--- config.mk ---
export PLATFORM = sky130hd
export DESIGN_NAME = imu_serial_frame_decoder
export DESIGN_NICKNAME = d
export VERILOG_FILES = /design/src/rtl/core/imusfd_pkg.sv /design/src/rtl/core/imu_serial_frame_decoder.sv /design/src/rtl/core/imusfd_parser.sv /design/src/rtl/core/imusfd_scale.sv
export SDC_FILE = /design/constraint.sdc
export NUM_CORES = 1
export LEC_CHECK = 0
export BUFFER_PORTS_ARGS = -buffer_cell sky130_fd_sc_hd__buf_4
export CORE_ASPECT_RATIO = 0.8
export CORE_UTILIZATION = 45
export CTS_CLUSTER_DIAMETER = 150
export DETAILED_ROUTE_END_ITERATION = 10
export GPL_TIMING_DRIVEN = 0
export PLACE_DENSITY_LB_ADDON = 0.08
export SLEW_MARGIN = 20
export SYNTH_ARGS = -nofsm -noshare
export SYNTH_HDL_FRONTEND = slang
export SYNTH_SLANG_ARGS = --single-unit
--- constraint.sdc ---
create_clock -name clk -period 11.1 [get_ports clk]
set_input_delay 2.22 -clock clk [delete_from_list [all_inputs] [get_ports clk]]
set_output_delay 2.22 -clock clk [all_outputs]
set_load 0.02 [all_outputs]
--- src/rtl/core/imusfd_pkg.sv ---
// ----------------------------------------------------------------------------
// IMU serial frame decoder package
// Frame constants, scale factors and the frame record passed between stages.
// ----------------------------------------------------------------------------
package imusfd_pkg;

	localparam logic [7:0] HDR_BYTE   = 8'h55;
	localparam logic [7:0] TYPE_RATE  = 8'h52;
	localparam logic [7:0] TYPE_ANGLE = 8'h53;

	// Byte positions inside the 11-byte frame, counted from zero.
	localparam logic [3:0] POS_TYPE = 4'd1;
	localparam logic [3:0] POS_LO   = 4'd6;
	localparam logic [3:0] POS_HI   = 4'd7;
	localparam logic [3:0] POS_SUM  = 4'd10;

	localparam logic KIND_RATE  = 1'b0;
	localparam logic KIND_ANGLE = 1'b1;

	// Full scale 2000 dps or 180 deg over 32768 counts, in 1/65536 units.
	localparam logic [12:0] RATE_MUL  = 13'd4000;
	localparam logic [12:0] ANGLE_MUL = 13'd360;

	localparam int RAW_W    = 16;
	localparam int SCALED_W = 28;
	localparam int STAMP_W  = 48;

	typedef struct packed {
		logic                     kind;
		logic signed [RAW_W-1:0]  raw;
		logic [STAMP_W-1:0]       stamp;
		logic                     rate_seen;
		logic                     angle_seen;
	} frame_t;

endpackage

--- src/rtl/core/imu_serial_frame_decoder.sv ---
// ----------------------------------------------------------------------------
// IMU serial frame decoder
// Assembles 11-byte IMU frames from a byte stream and emits one decoded item
// per frame with a good checksum.
// ----------------------------------------------------------------------------
// Channel   Dir  Payload                                         Handshake
// s_axis    in   tdata: rx_byte, time_ms                         tvalid/tready
// m_axis    out  tdata: raw_word, scaled_q16, stamp_ms, flags;   tvalid/tready
//                tuser: kind
//
// One byte is accepted every cycle while the output is not stalled; after the
// closing checksum byte is accepted, the result item passes through the input
// register, the parser register and the scaler output register in that order.
// Reset clears the frame position, the seen flags and all valid bits. When a
// result item is held at the output and not taken, the whole pipeline stalls
// and s_axis_tready drops.
// ----------------------------------------------------------------------------
module imu_serial_frame_decoder (
	input  logic        clk,
	input  logic        arst_n,
	input  logic        s_axis_tvalid,
	output logic        s_axis_tready,
	input  logic [55:0] s_axis_tdata,  // rx_byte[7:0], time_ms[55:8]
	output logic        m_axis_tvalid,
	input  logic        m_axis_tready,
	output logic [95:0] m_axis_tdata,  // raw_word[15:0], scaled_q16[43:16], stamp_ms[91:44],
	                                   // rate_seen[92], angle_seen[93], zero[95:94]
	output logic        m_axis_tuser   // kind
);

	logic                                    en;
	logic                                    frm_valid_s2;
	imusfd_pkg::frame_t                      frm_s2;
	logic                                    out_valid_q;
	imusfd_pkg::frame_t                      out_frm_q;
	logic signed [imusfd_pkg::SCALED_W-1:0]  out_scaled_q;

	assign en            = !out_valid_q || m_axis_tready;
	assign s_axis_tready = en;

	imusfd_parser u_parser (
		.clk          (clk),
		.arst_n       (arst_n),
		.en           (en),
		.in_valid     (s_axis_tvalid),
		.in_byte      (s_axis_tdata[7:0]),
		.in_time      (s_axis_tdata[55:8]),
		.frm_valid_s2 (frm_valid_s2),
		.frm_s2       (frm_s2)
	);

	imusfd_scale u_scale (
		.clk          (clk),
		.arst_n       (arst_n),
		.en           (en),
		.frm_valid_s2 (frm_valid_s2),
		.frm_s2       (frm_s2),
		.out_valid_q  (out_valid_q),
		.out_frm_q    (out_frm_q),
		.out_scaled_q (out_scaled_q)
	);

	assign m_axis_tvalid = out_valid_q;
	assign m_axis_tuser  = out_frm_q.kind;
	assign m_axis_tdata  = {2'b00, out_frm_q.angle_seen, out_frm_q.rate_seen,
	                        out_frm_q.stamp, out_scaled_q, out_frm_q.raw};

endmodule

--- src/rtl/core/imusfd_parser.sv ---
// ----------------------------------------------------------------------------
// IMU frame parser
// Registers each incoming byte, tracks the frame position and running sum,
// and registers one frame record when a frame closes with a good checksum.
// ----------------------------------------------------------------------------
module imusfd_parser (
	input  logic                              clk,
	input  logic                              arst_n,
	input  logic                              en,
	input  logic                              in_valid,
	input  logic [7:0]                        in_byte,
	input  logic [imusfd_pkg::STAMP_W-1:0]    in_time,
	output logic                              frm_valid_s2,
	output imusfd_pkg::frame_t                frm_s2
);

	logic                           valid_s1;
	logic [7:0]                     byte_s1;
	logic [imusfd_pkg::STAMP_W-1:0] time_s1;

	logic [3:0] cnt_q;
	logic [7:0] sum_q;
	logic       kind_q;
	logic [7:0] lo_q;
	logic [7:0] hi_q;
	logic       rate_flag_q;
	logic       angle_flag_q;

	logic       take;
	logic       emit;
	logic [3:0] cnt_d;
	logic [7:0] sum_d;
	logic       kind_d;

	always_ff @(posedge clk or negedge arst_n) begin
		if (!arst_n) begin
			valid_s1 <= 1'b0;
		end else if (en) begin
			valid_s1 <= in_valid;
		end
	end

	always_ff @(posedge clk) begin
		if (en && in_valid) begin
			byte_s1 <= in_byte;
			time_s1 <= in_time;
		end
	end

	assign take = en && valid_s1;

	// Position decode. A count above the last position is treated as zero.
	always_comb begin
		cnt_d  = cnt_q;
		sum_d  = sum_q;
		kind_d = kind_q;
		emit   = 1'b0;
		if (cnt_q == imusfd_pkg::POS_TYPE) begin
			if (byte_s1 == imusfd_pkg::TYPE_RATE || byte_s1 == imusfd_pkg::TYPE_ANGLE) begin
				cnt_d  = cnt_q + 4'd1;
				sum_d  = sum_q + byte_s1;
				kind_d = (byte_s1 == imusfd_pkg::TYPE_ANGLE) ? imusfd_pkg::KIND_ANGLE
				                                              : imusfd_pkg::KIND_RATE;
			end else if (byte_s1 == imusfd_pkg::HDR_BYTE) begin
				// A header in the type slot starts a new frame.
				cnt_d = 4'd1;
				sum_d = byte_s1;
			end else begin
				cnt_d = 4'd0;
			end
		end else if (cnt_q == imusfd_pkg::POS_SUM) begin
			cnt_d = 4'd0;
			emit  = (byte_s1 == sum_q);
		end else if (cnt_q > imusfd_pkg::POS_TYPE && cnt_q < imusfd_pkg::POS_SUM) begin
			cnt_d = cnt_q + 4'd1;
			sum_d = sum_q + byte_s1;
		end else begin
			if (byte_s1 == imusfd_pkg::HDR_BYTE) begin
				cnt_d = 4'd1;
				sum_d = byte_s1;
			end else begin
				cnt_d = 4'd0;
			end
		end
	end

	always_ff @(posedge clk or negedge arst_n) begin
		if (!arst_n) begin
			cnt_q        <= 4'd0;
			rate_flag_q  <= 1'b0;
			angle_flag_q <= 1'b0;
			frm_valid_s2 <= 1'b0;
		end else if (en) begin
			frm_valid_s2 <= take && emit;
			if (take) begin
				cnt_q <= cnt_d;
				if (emit) begin
					if (kind_q == imusfd_pkg::KIND_ANGLE) begin
						angle_flag_q <= 1'b1;
					end else begin
						rate_flag_q <= 1'b1;
					end
				end
			end
		end
	end

	always_ff @(posedge clk) begin
		if (take) begin
			sum_q  <= sum_d;
			kind_q <= kind_d;
			if (cnt_q == imusfd_pkg::POS_LO) begin
				lo_q <= byte_s1;
			end
			if (cnt_q == imusfd_pkg::POS_HI) begin
				hi_q <= byte_s1;
			end
			if (emit) begin
				frm_s2.kind       <= kind_q;
				frm_s2.raw        <= $signed({hi_q, lo_q});
				frm_s2.stamp      <= time_s1;
				frm_s2.rate_seen  <= rate_flag_q | (kind_q == imusfd_pkg::KIND_RATE);
				frm_s2.angle_seen <= angle_flag_q | (kind_q == imusfd_pkg::KIND_ANGLE);
			end
		end
	end

endmodule

--- src/rtl/core/imusfd_scale.sv ---
// ----------------------------------------------------------------------------
// IMU frame scaler and output register
// Scales the raw z word to 1/65536 units and holds the result item until the
// downstream side takes it.
// ----------------------------------------------------------------------------
module imusfd_scale (
	input  logic                                    clk,
	input  logic                                    arst_n,
	input  logic                                    en,
	input  logic                                    frm_valid_s2,
	input  imusfd_pkg::frame_t                      frm_s2,
	output logic                                    out_valid_q,
	output imusfd_pkg::frame_t                      out_frm_q,
	output logic signed [imusfd_pkg::SCALED_W-1:0]  out_scaled_q
);

	logic        [12:0] mul;
	logic signed [imusfd_pkg::RAW_W+13:0] product;

	assign mul     = (frm_s2.kind == imusfd_pkg::KIND_ANGLE) ? imusfd_pkg::ANGLE_MUL
	                                                          : imusfd_pkg::RATE_MUL;
	assign product = frm_s2.raw * $signed({1'b0, mul});

	always_ff @(posedge clk or negedge arst_n) begin
		if (!arst_n) begin
			out_valid_q <= 1'b0;
		end else if (en) begin
			out_valid_q <= frm_valid_s2;
		end
	end

	always_ff @(posedge clk) begin
		if (en && frm_valid_s2) begin
			out_frm_q    <= frm_s2;
			out_scaled_q <= product[imusfd_pkg::SCALED_W-1:0];
		end
	end

endmodule

==> results of run 1 <==
stage by stage:
step / total power, mW / cells / setup slack (ps)
2_1_floorplan: 1.19 / 935 / 1070
3_3_place_gp: 1.23 / 1458 / -2640
3_5_place_dp: 1.24 / 1471 / 4680
4_1_cts: 2.07 / 1516 / 4660
5_1_grt: 2.12 / 1516 / 4320
6_report: 2.04 / 1516 / 4750
final timing paths:
check	slack [ps]	startpoint	cells past startpoint	to
setup / recovery	4750	u_parser.frm_s2[66]	18	u_scale.out_scaled_q[27]
hold / removal	410	u_parser.lo_q[7]	0	u_parser.frm_s2[57]
setup reg to reg	4750	u_parser.frm_s2[66]	18	u_scale.out_scaled_q[27]
hold reg to reg	410	u_parser.lo_q[7]	0	u_parser.frm_s2[57]
max in group asynchronous	9470	arst_n	1	u_parser.rate_flag_q
min in group asynchronous	1490	arst_n	1	u_parser.frm_valid_s2
synthesized netlist by cell type, types with 2 or more instances:
cell / count
fa_1: 88
a21oi_2: 4
edfxtp_1: 240
buf_2: 4
o21bai_1: 3
nand4_1: 4
a221oi_2: 2
o211ai_1: 2
o22ai_1: 2
nand2_1: 32
nor2_1: 30
nor3b_1: 3
nor4_1: 4
and2_1: 24
a31oi_1: 3
a21oi_1: 17
buf_4: 6
and3_1: 4
o21ai_0: 25
or2_2: 3
nor3_1: 5
ha_1: 87
dfrtp_1: 9
a21o_1: 20
and3b_1: 2
a21boi_0: 2
nand3b_1: 2
nand2b_1: 14
clkbuf_1: 11
nand3_1: 12
inv_1: 174
buf_1: 2
nor2b_1: 9
o31ai_1: 3
and4_1: 2
xor2_1: 20
xnor2_1: 33
flip-flops by register name (all words and copies together), names as in the netlist:
| name | count |
|---|---|
| u_parser.angle_flag_q | 1 |
| u_parser.byte_s1 | 8 |
| u_parser.cnt_q | 4 |
| u_parser.frm_s2 | 67 |
| u_parser.frm_valid_s2 | 1 |
| u_parser.hi_q | 8 |
| u_parser.kind_q | 1 |
| u_parser.lo_q | 8 |
| u_parser.rate_flag_q | 1 |
| u_parser.sum_q | 8 |
| u_parser.time_s1 | 48 |
| u_parser.valid_s1 | 1 |
| u_scale.out_frm_q | 67 |
| u_scale.out_scaled_q | 25 |
| u_scale.out_valid_q | 1 |
cell type report:
cell class | instances | area share (%)
flip-flops and latches | 249 | 47.5
multi-input cells | 488 | 31.4
repair buffers | 166 | 8.03
inverters | 174 | 4.18
clock buffers | 31 | 4.15
well taps | 370 | 2.96
clock inverters | 14 | 0.968
plain buffers | 24 | 0.800
critical path, delay by kind of cell (launching register included):
family	cells	cell delay, ps
DFF	1	640
buffers and inverters	5	1280
adders and majority gates	6	2930
and+or+nand+nor	3	320
AOI/OAI and AO/OA	3	790
xor gates and xnor gates	1	100
power by group through the flow:
stage	clock network, mW	registers, mW	logic, mW
floorplan	0	1.09	0.0961
global placement	0	1.10	0.132
detailed placement	0	1.10	0.137
CTS	0.852	1.08	0.138
global route	0.884	1.08	0.156
finish	0.824	1.08	0.138
routing by layer:
| metal | track usage (%) | routed length [um] | up-vias |
|---|---|---|---|
| met2 | 24.8 | 10500 | 129 |
| met5 | 0 | 0 | - |
| met3 | 4.31 | 1400 | 27 |
| met1 | 23.6 | 11300 | 3351 |
| met4 | 3.90 | 390 | 0 |
| li1 | - | - | 3546 |
cells by family (layout without fill, tap and decap cells):
| group | count (synthesis) | count (layout) |
|---|---|---|
| buffers and inverters | 198 | 409 |
| other | 1 | 5 |
| AND/OR/NAND/NOR | 155 | 155 |
| AO/OA/AOI/OAI | 98 | 98 |
| XOR/XNOR | 53 | 53 |
| multiplexers | 2 | 2 |
| adder cells (fa/ha/maj) | 175 | 175 |
| flip-flops | 249 | 249 |
==> results by group, run 1 <==
Status
  • Status: finished, violations left
  • Failing checks: DRC

STA
  • Slew Limit Fails: 0
  • Min Hold Slack: 406 ps
  • Clock skew: ~18 ps
  • Final setup fails: 0
  • Fin crit share: a little under three fifths
  • Final min period: 6350 ps
  • Tightest Pin Transition: 721 ps
  • Rel. slew slack: 51.9%
  • Fmax: 158 MHz
  • Final Hold Fails: 0
  • Unrepaired setup endpoints after global routing: no
  • Setup TNS: 0 ps

Finish
  • Area of the multi-input gates: 4910 um^2
  • Commonest non-fill, non-tap cells in the layout: edfxtp_1 (240), inv_1 (174), buf_4 (161)
  • FF/Latch Area: approximately 7400 um^2
  • Most common cell after layout, fill and taps aside: edfxtp_1
  • Final Instance Area: approximately 16000 um^2
  • Synth-to-Final Area Change: 19.4%
  • Diode count: 0
  • Final core utilization: a little under three fifths
  • Layout Nets: around 1400
  • Filler Cells Inserted: approximately 2400
  • Fraction of layout cells with a size suffix above 1: around a fifth

Yosys
  • Syn avg cell area: 14.1 um^2
  • Adder-cell share of the synthesized area: ~22%
  • Mapped Cells: between 900 and 1000
  • Leading post-synthesis cells by cell area: edfxtp_1 (55%), fa_1 (13%), ha_1 (8.3%), inv_1 (5.0%), xnor2_1 (2.2%)
  • Most used flip-flop cell after synthesis: edfxtp_1
  • Yosys warns: 0
  • Sequential share of the synthesized area: between 50% and 60%
  • Post-Syn Area: 13100 um^2
  • Cell taking the most area after synthesis: edfxtp_1
  • Post-synthesis simple-gate area fraction: under 10%
  • Mux share of post-synthesis cell area: 0.162%
  • Synth Register Bits: roughly 250
  • Number of flops mapped to enable cells by yosys: 240
  • Compound-Gate Fraction of Synth Area: under 10%
  • Count of different cell masters after synthesis: 61
  • Synth Area in XOR/XNOR: around 3.5%
  • Largest family of logic cells by synthesized area: adder cells
  • Post-synthesis async set-or-reset flop share: 3.61%
  • Synth top area share: a little under three fifths

Clocking
  • Worst-Skew Late Latency: roughly 550 ps
  • H-Tree Depth: 1
  • CTS tree: built
  • Clock Sinks: roughly 250
  • Root buf cell: clkbuf_16
  • Post CTS Setup Buffer Count: 0
  • Cts bufs inserted: 25
  • Hold Buf Count CTS: 0
  • Clock buffer depth: 3
  • Post-CTS sizing: 0
  • Worst-path clk slew: approximately 70 ps

Global routing
  • Vias in the first global route: 7048
  • Gr usage total: 16.4%
  • Global route total overflow: 0
  • Antenna violations before repair: 0
  • Maximum number of pins on one net before global-route repair: between 50 and 60
  • Global-route wire length before repair: between 30000 and 40000 um

Pwr
  • Pleak: about 6.7 nW
  • Peak VDD IR: around 0.00014 V
  • Net Sw Power: around 430 uW
  • Reg power frac: 52.9%
  • Clk pwr share: around two fifths
  • Internal power: 1.61 mW
  • Sw frac: 21.1%
  • Pwr per Cell Area: 131 nW/um^2
  • Comb power frac: about 6.8%

Critical path
  • CP max stage delay: around 640 ps
  • Critical path type: reg2reg
  • Critical Path RT: 11390 ps
  • Critical Path Source Type: flip-flop
  • Critical path data arrival time: 6630 ps
  • Crit path max fanout: 10
  • Most common cell on crit path: fa_1
  • CP cell instances: clkbuf_1, clkbuf_1, clkbuf_1, nor2_1, fa_1, inv_1, fa_1, fa_1, fa_1, inv_1, fa_1, ha_1, nand2_1, nor2_1, a211oi_1, o31ai_4, a221oi_2, xnor2_1
  • Critical-path top delay cell: edfxtp_1
  • Crit. End Element: flip-flop

Floorplanning
  • Ports: around 160
  • Die H: between 150 and 200 um
  • Die X: around 190 um
  • Num rows: 55
  • Initial core utilization: roughly 46%
  • Die area: 29800 um^2
  • Area of the core: ~28000 um^2

Detailed routing
  • Routed vias/inst: approximately 4.7
  • DR iter-0 viols: ~320
  • Pre-antenna DRT Iters: 7
  • Residual DRC count: 6
  • WL final: 23600 um
  • WL/cell: 15.5 um
  • DRT antenna net count: 0
  • Routed vias: slightly above 7000

Placement
  • RePlAce Congestion: slightly above 0.8
  • HPWL after DPL: 18000 um
  • Post-Place Cell Area: between 10000 and 15000 um^2
  • Port bufs: roughly 150

Run
  • Max cap viols: 0

Worst hold path
  • Min-Delay Path Class: reg2reg
(Power assumes the default switching activity.)
==> run 2, diff against run 1 <==
Clock period 11.1 ns to 5.2 ns, I/O delays scaled along.
==> results by group, run 2 (same netlist as run 1, synthesis figures left out) <==
STA
  • Final setup fails: 3 (was 0)
  • Rel. slew slack: 48.1% (was 51.9%)
  • Slew Limit Fails: 0 (unchanged)
  • Final Hold Fails: 0 (unchanged)
  • Clock skew: 11.8 ps (was 17.7 ps)
  • Slack of the critical path: -34.3 ps (was 4750 ps)
  • Tightest Pin Transition: 773 ps (was 721 ps)
  • Fmax: 191 MHz (was 158 MHz)
  • Unrepaired setup endpoints after global routing: yes (was no)
  • Fin crit share: 101% (was 57.2%)
  • Final min period: 5230 ps (was 6350 ps)

Pwr
  • Comb power frac: 6.5% (was 6.8%)
  • Pwr per Cell Area: 272 nW/um^2 (was 131 nW/um^2)
  • Tot Pwr: 4.47 mW (was 2.04 mW)
  • Sw frac: 21.1% (about the same)
  • Clk pwr share: 41.9% (was 40.3%)
  • Pleak: 7.00 nW (was 6.70 nW)
  • Internal power: 3.53 mW (was 1.61 mW)
  • Peak VDD IR: 0.000371 V (was 0.000140 V)
  • Net Sw Power: 943 uW (was 432 uW)
  • Reg power frac: 51.6% (was 52.9%)

Floorplanning
  • Area of the core: 28400 um^2 (unchanged)
  • Ports: 159 (unchanged)
  • Die H: 155 um (unchanged)
  • Die X: 193 um (unchanged)
  • Initial core utilization: 46.1% (unchanged)
  • Die area: 29800 um^2 (unchanged)
  • Num rows: 55 (unchanged)

Placement
  • Inst Count DP: 1467 (was 1471)
  • RePlAce Congestion: 0.841 (was 0.828)
  • Post-Place Cell Area: 14900 um^2 (was 14800 um^2)
  • HPWL after DPL: 17900 um (was 18000 um)
  • Port bufs: 153 (unchanged)

Finish
  • Diode count: 0 (unchanged)
  • Final Instance Area: 16400 um^2 (was 15600 um^2)
  • Layout Nets: 1389 (was 1363)
  • Synth-to-Final Area Change: 25.6% (was 19.4%)
  • Commonest non-fill, non-tap cells in the layout: edfxtp_1 (240), buf_4 (186), inv_1 (167) (was edfxtp_1 (240), inv_1 (174), buf_4 (161))
  • Regs by FF count: u_parser.frm_s2 x67, u_scale.out_frm_q x67, u_parser.time_s1 x48 (unchanged)
  • Final non-filler cell total: 1543 (was 1516)
  • Final core utilization: 57.8% (was 55.0%)
  • Most common cell after layout, fill and taps aside: edfxtp_1 (unchanged)
  • Fraction of layout cells with a size suffix above 1: 28.2% (was 20.2%)

Run
  • Max cap viols: 0 (unchanged)

Global routing
  • Gr usage total: 16.7% (was 16.4%)
  • Global-route wire length before repair: 38700 um (was 37800 um)
  • Vias in the first global route: 7489 (was 7048)
  • Global route total overflow: 0 (unchanged)
  • Maximum number of pins on one net before global-route repair: 49 (was 52)
  • Antenna violations before repair: 0 (unchanged)

Critical path
  • Critical path type: reg2reg (unchanged)
  • Crit path max fanout: 7 (was 10)
  • Critical Path RT: 5480 ps (was 11390 ps)
  • Critical Path Source Type: flip-flop (unchanged)
  • Crit. End Element: flip-flop (unchanged)
  • Critical path data arrival time: 5510 ps (was 6630 ps)

Detailed routing
  • DR iter-0 viols: 391 (was 315)
  • WL/cell: 15.6 um (was 15.5 um)
  • WL final: 24100 um (was 23600 um)
  • DRT antenna net count: 0 (unchanged)
  • Routed vias: 7275 (was 7053)
  • Residual DRC count: 6 (unchanged)
  • Pre-antenna DRT Iters: 7 (unchanged)
  • Routed vias/inst: 4.71 (was 4.65)

Clocking
  • CTS tree: built (unchanged)
  • Worst-path clk slew: 60 ps (was 70 ps)
  • Clock buffer depth: 3 (unchanged)
  • Cts bufs inserted: 25 (unchanged)
  • Hold Buf Count CTS: 0 (unchanged)
  • Clock Sinks: 249 (unchanged)
  • Worst-Skew Late Latency: 540 ps (was 550 ps)
  • H-Tree Depth: 1 (unchanged)
  • Root buf cell: clkbuf_16 (unchanged)

Status
  • Status: finished, violations left (unchanged)
  • Failing checks: DRC, setup timing (was DRC)

Worst hold path
  • Min-Delay Path Class: in2async (was reg2reg)
-- run 2: power by group through the flow --
| stage | clock, mW | combinational, mW | sequential (mW) |
|---|---|---|---|
| 3_5_place_dp | 0 | 0.289 | 2.35 |
| 2_1_floorplan | 0 | 0.207 | 2.33 |
| 5_1_grt | 2.00 | 0.329 | 2.31 |
| 3_3_place_gp | 0 | 0.282 | 2.35 |
| 4_1_cts | 1.93 | 0.291 | 2.30 |
| 6_report | 1.87 | 0.290 | 2.30 |
-- run 2: worst paths after layout --
check	start	cells past startpoint	endpoint	slack (ps)
max in group asynchronous	arst_n	1	u_parser.cnt_q[1]	4740
worst min register to register	u_parser.time_s1[28]	0	u_parser.frm_s2[30]	420
worst max-delay path	u_parser.frm_s2[66]	20	u_scale.out_scaled_q[22]	-30
worst max register to register	u_parser.frm_s2[66]	20	u_scale.out_scaled_q[22]	-30
worst min-delay path	arst_n	1	u_parser.angle_flag_q	320
min in group clk	u_parser.time_s1[28]	0	u_parser.frm_s2[30]	420
-- run 2: final cells by class --
type | count | area [um^2]
fillers | 2292 | 12000
flip-flops and latches | 249 | 7430
multi-input cells | 488 | 5280
repair buffers | 194 | 1540
clock buffers | 33 | 676
inverters | 174 | 653
well taps | 370 | 463
plain buffers | 22 | 205
clock inverters | 13 | 191
-- run 2: timing repair --
action,in CTS,in global routing
gates cloned,2,1
buffers inserted,21,11
gates resized for setup,78,28
endpoints found under the setup margin,16,13
pin swaps,32,34
-- run 2: layer usage --
layer / vias to the layer above / global-route usage (%) / wire length [um]
met5: - / 0 / 0
met4: 0 / 3.90 / 456
met3: 32 / 4.04 / 1490
met2: 159 / 26.0 / 11000
met1: 3485 / 23.5 / 11200
li1: 3599 / - / -
-- run 2: critical path: stages (launching register included) --
cell and delay (ps):
edfxtp_1 490, buf_6 200, nand2b_4 170, xnor2_4 150, ha_2 180, or2_4 230, fa_1 530, inv_1 50
fa_1 490, inv_2 40, fa_1 540, inv_2 40, fa_1 490, inv_2 50, ha_4 220, and3_4 170
a221oi_4 380, nand3b_4 110, a31o_4 240, a21oi_2 130, xnor2_1 70
-- run 2: per-stage QoR --
step                setup slack [ps]  hold WS [ps]  setup TNS (ps)
CTS                             -129           300            -344
global route                    -224           308           -1580
floorplan                       47.9           400               0
finish                         -34.3           318           -82.9
global placement                -844           400          -27050
detailed placement              -791           405           -6840
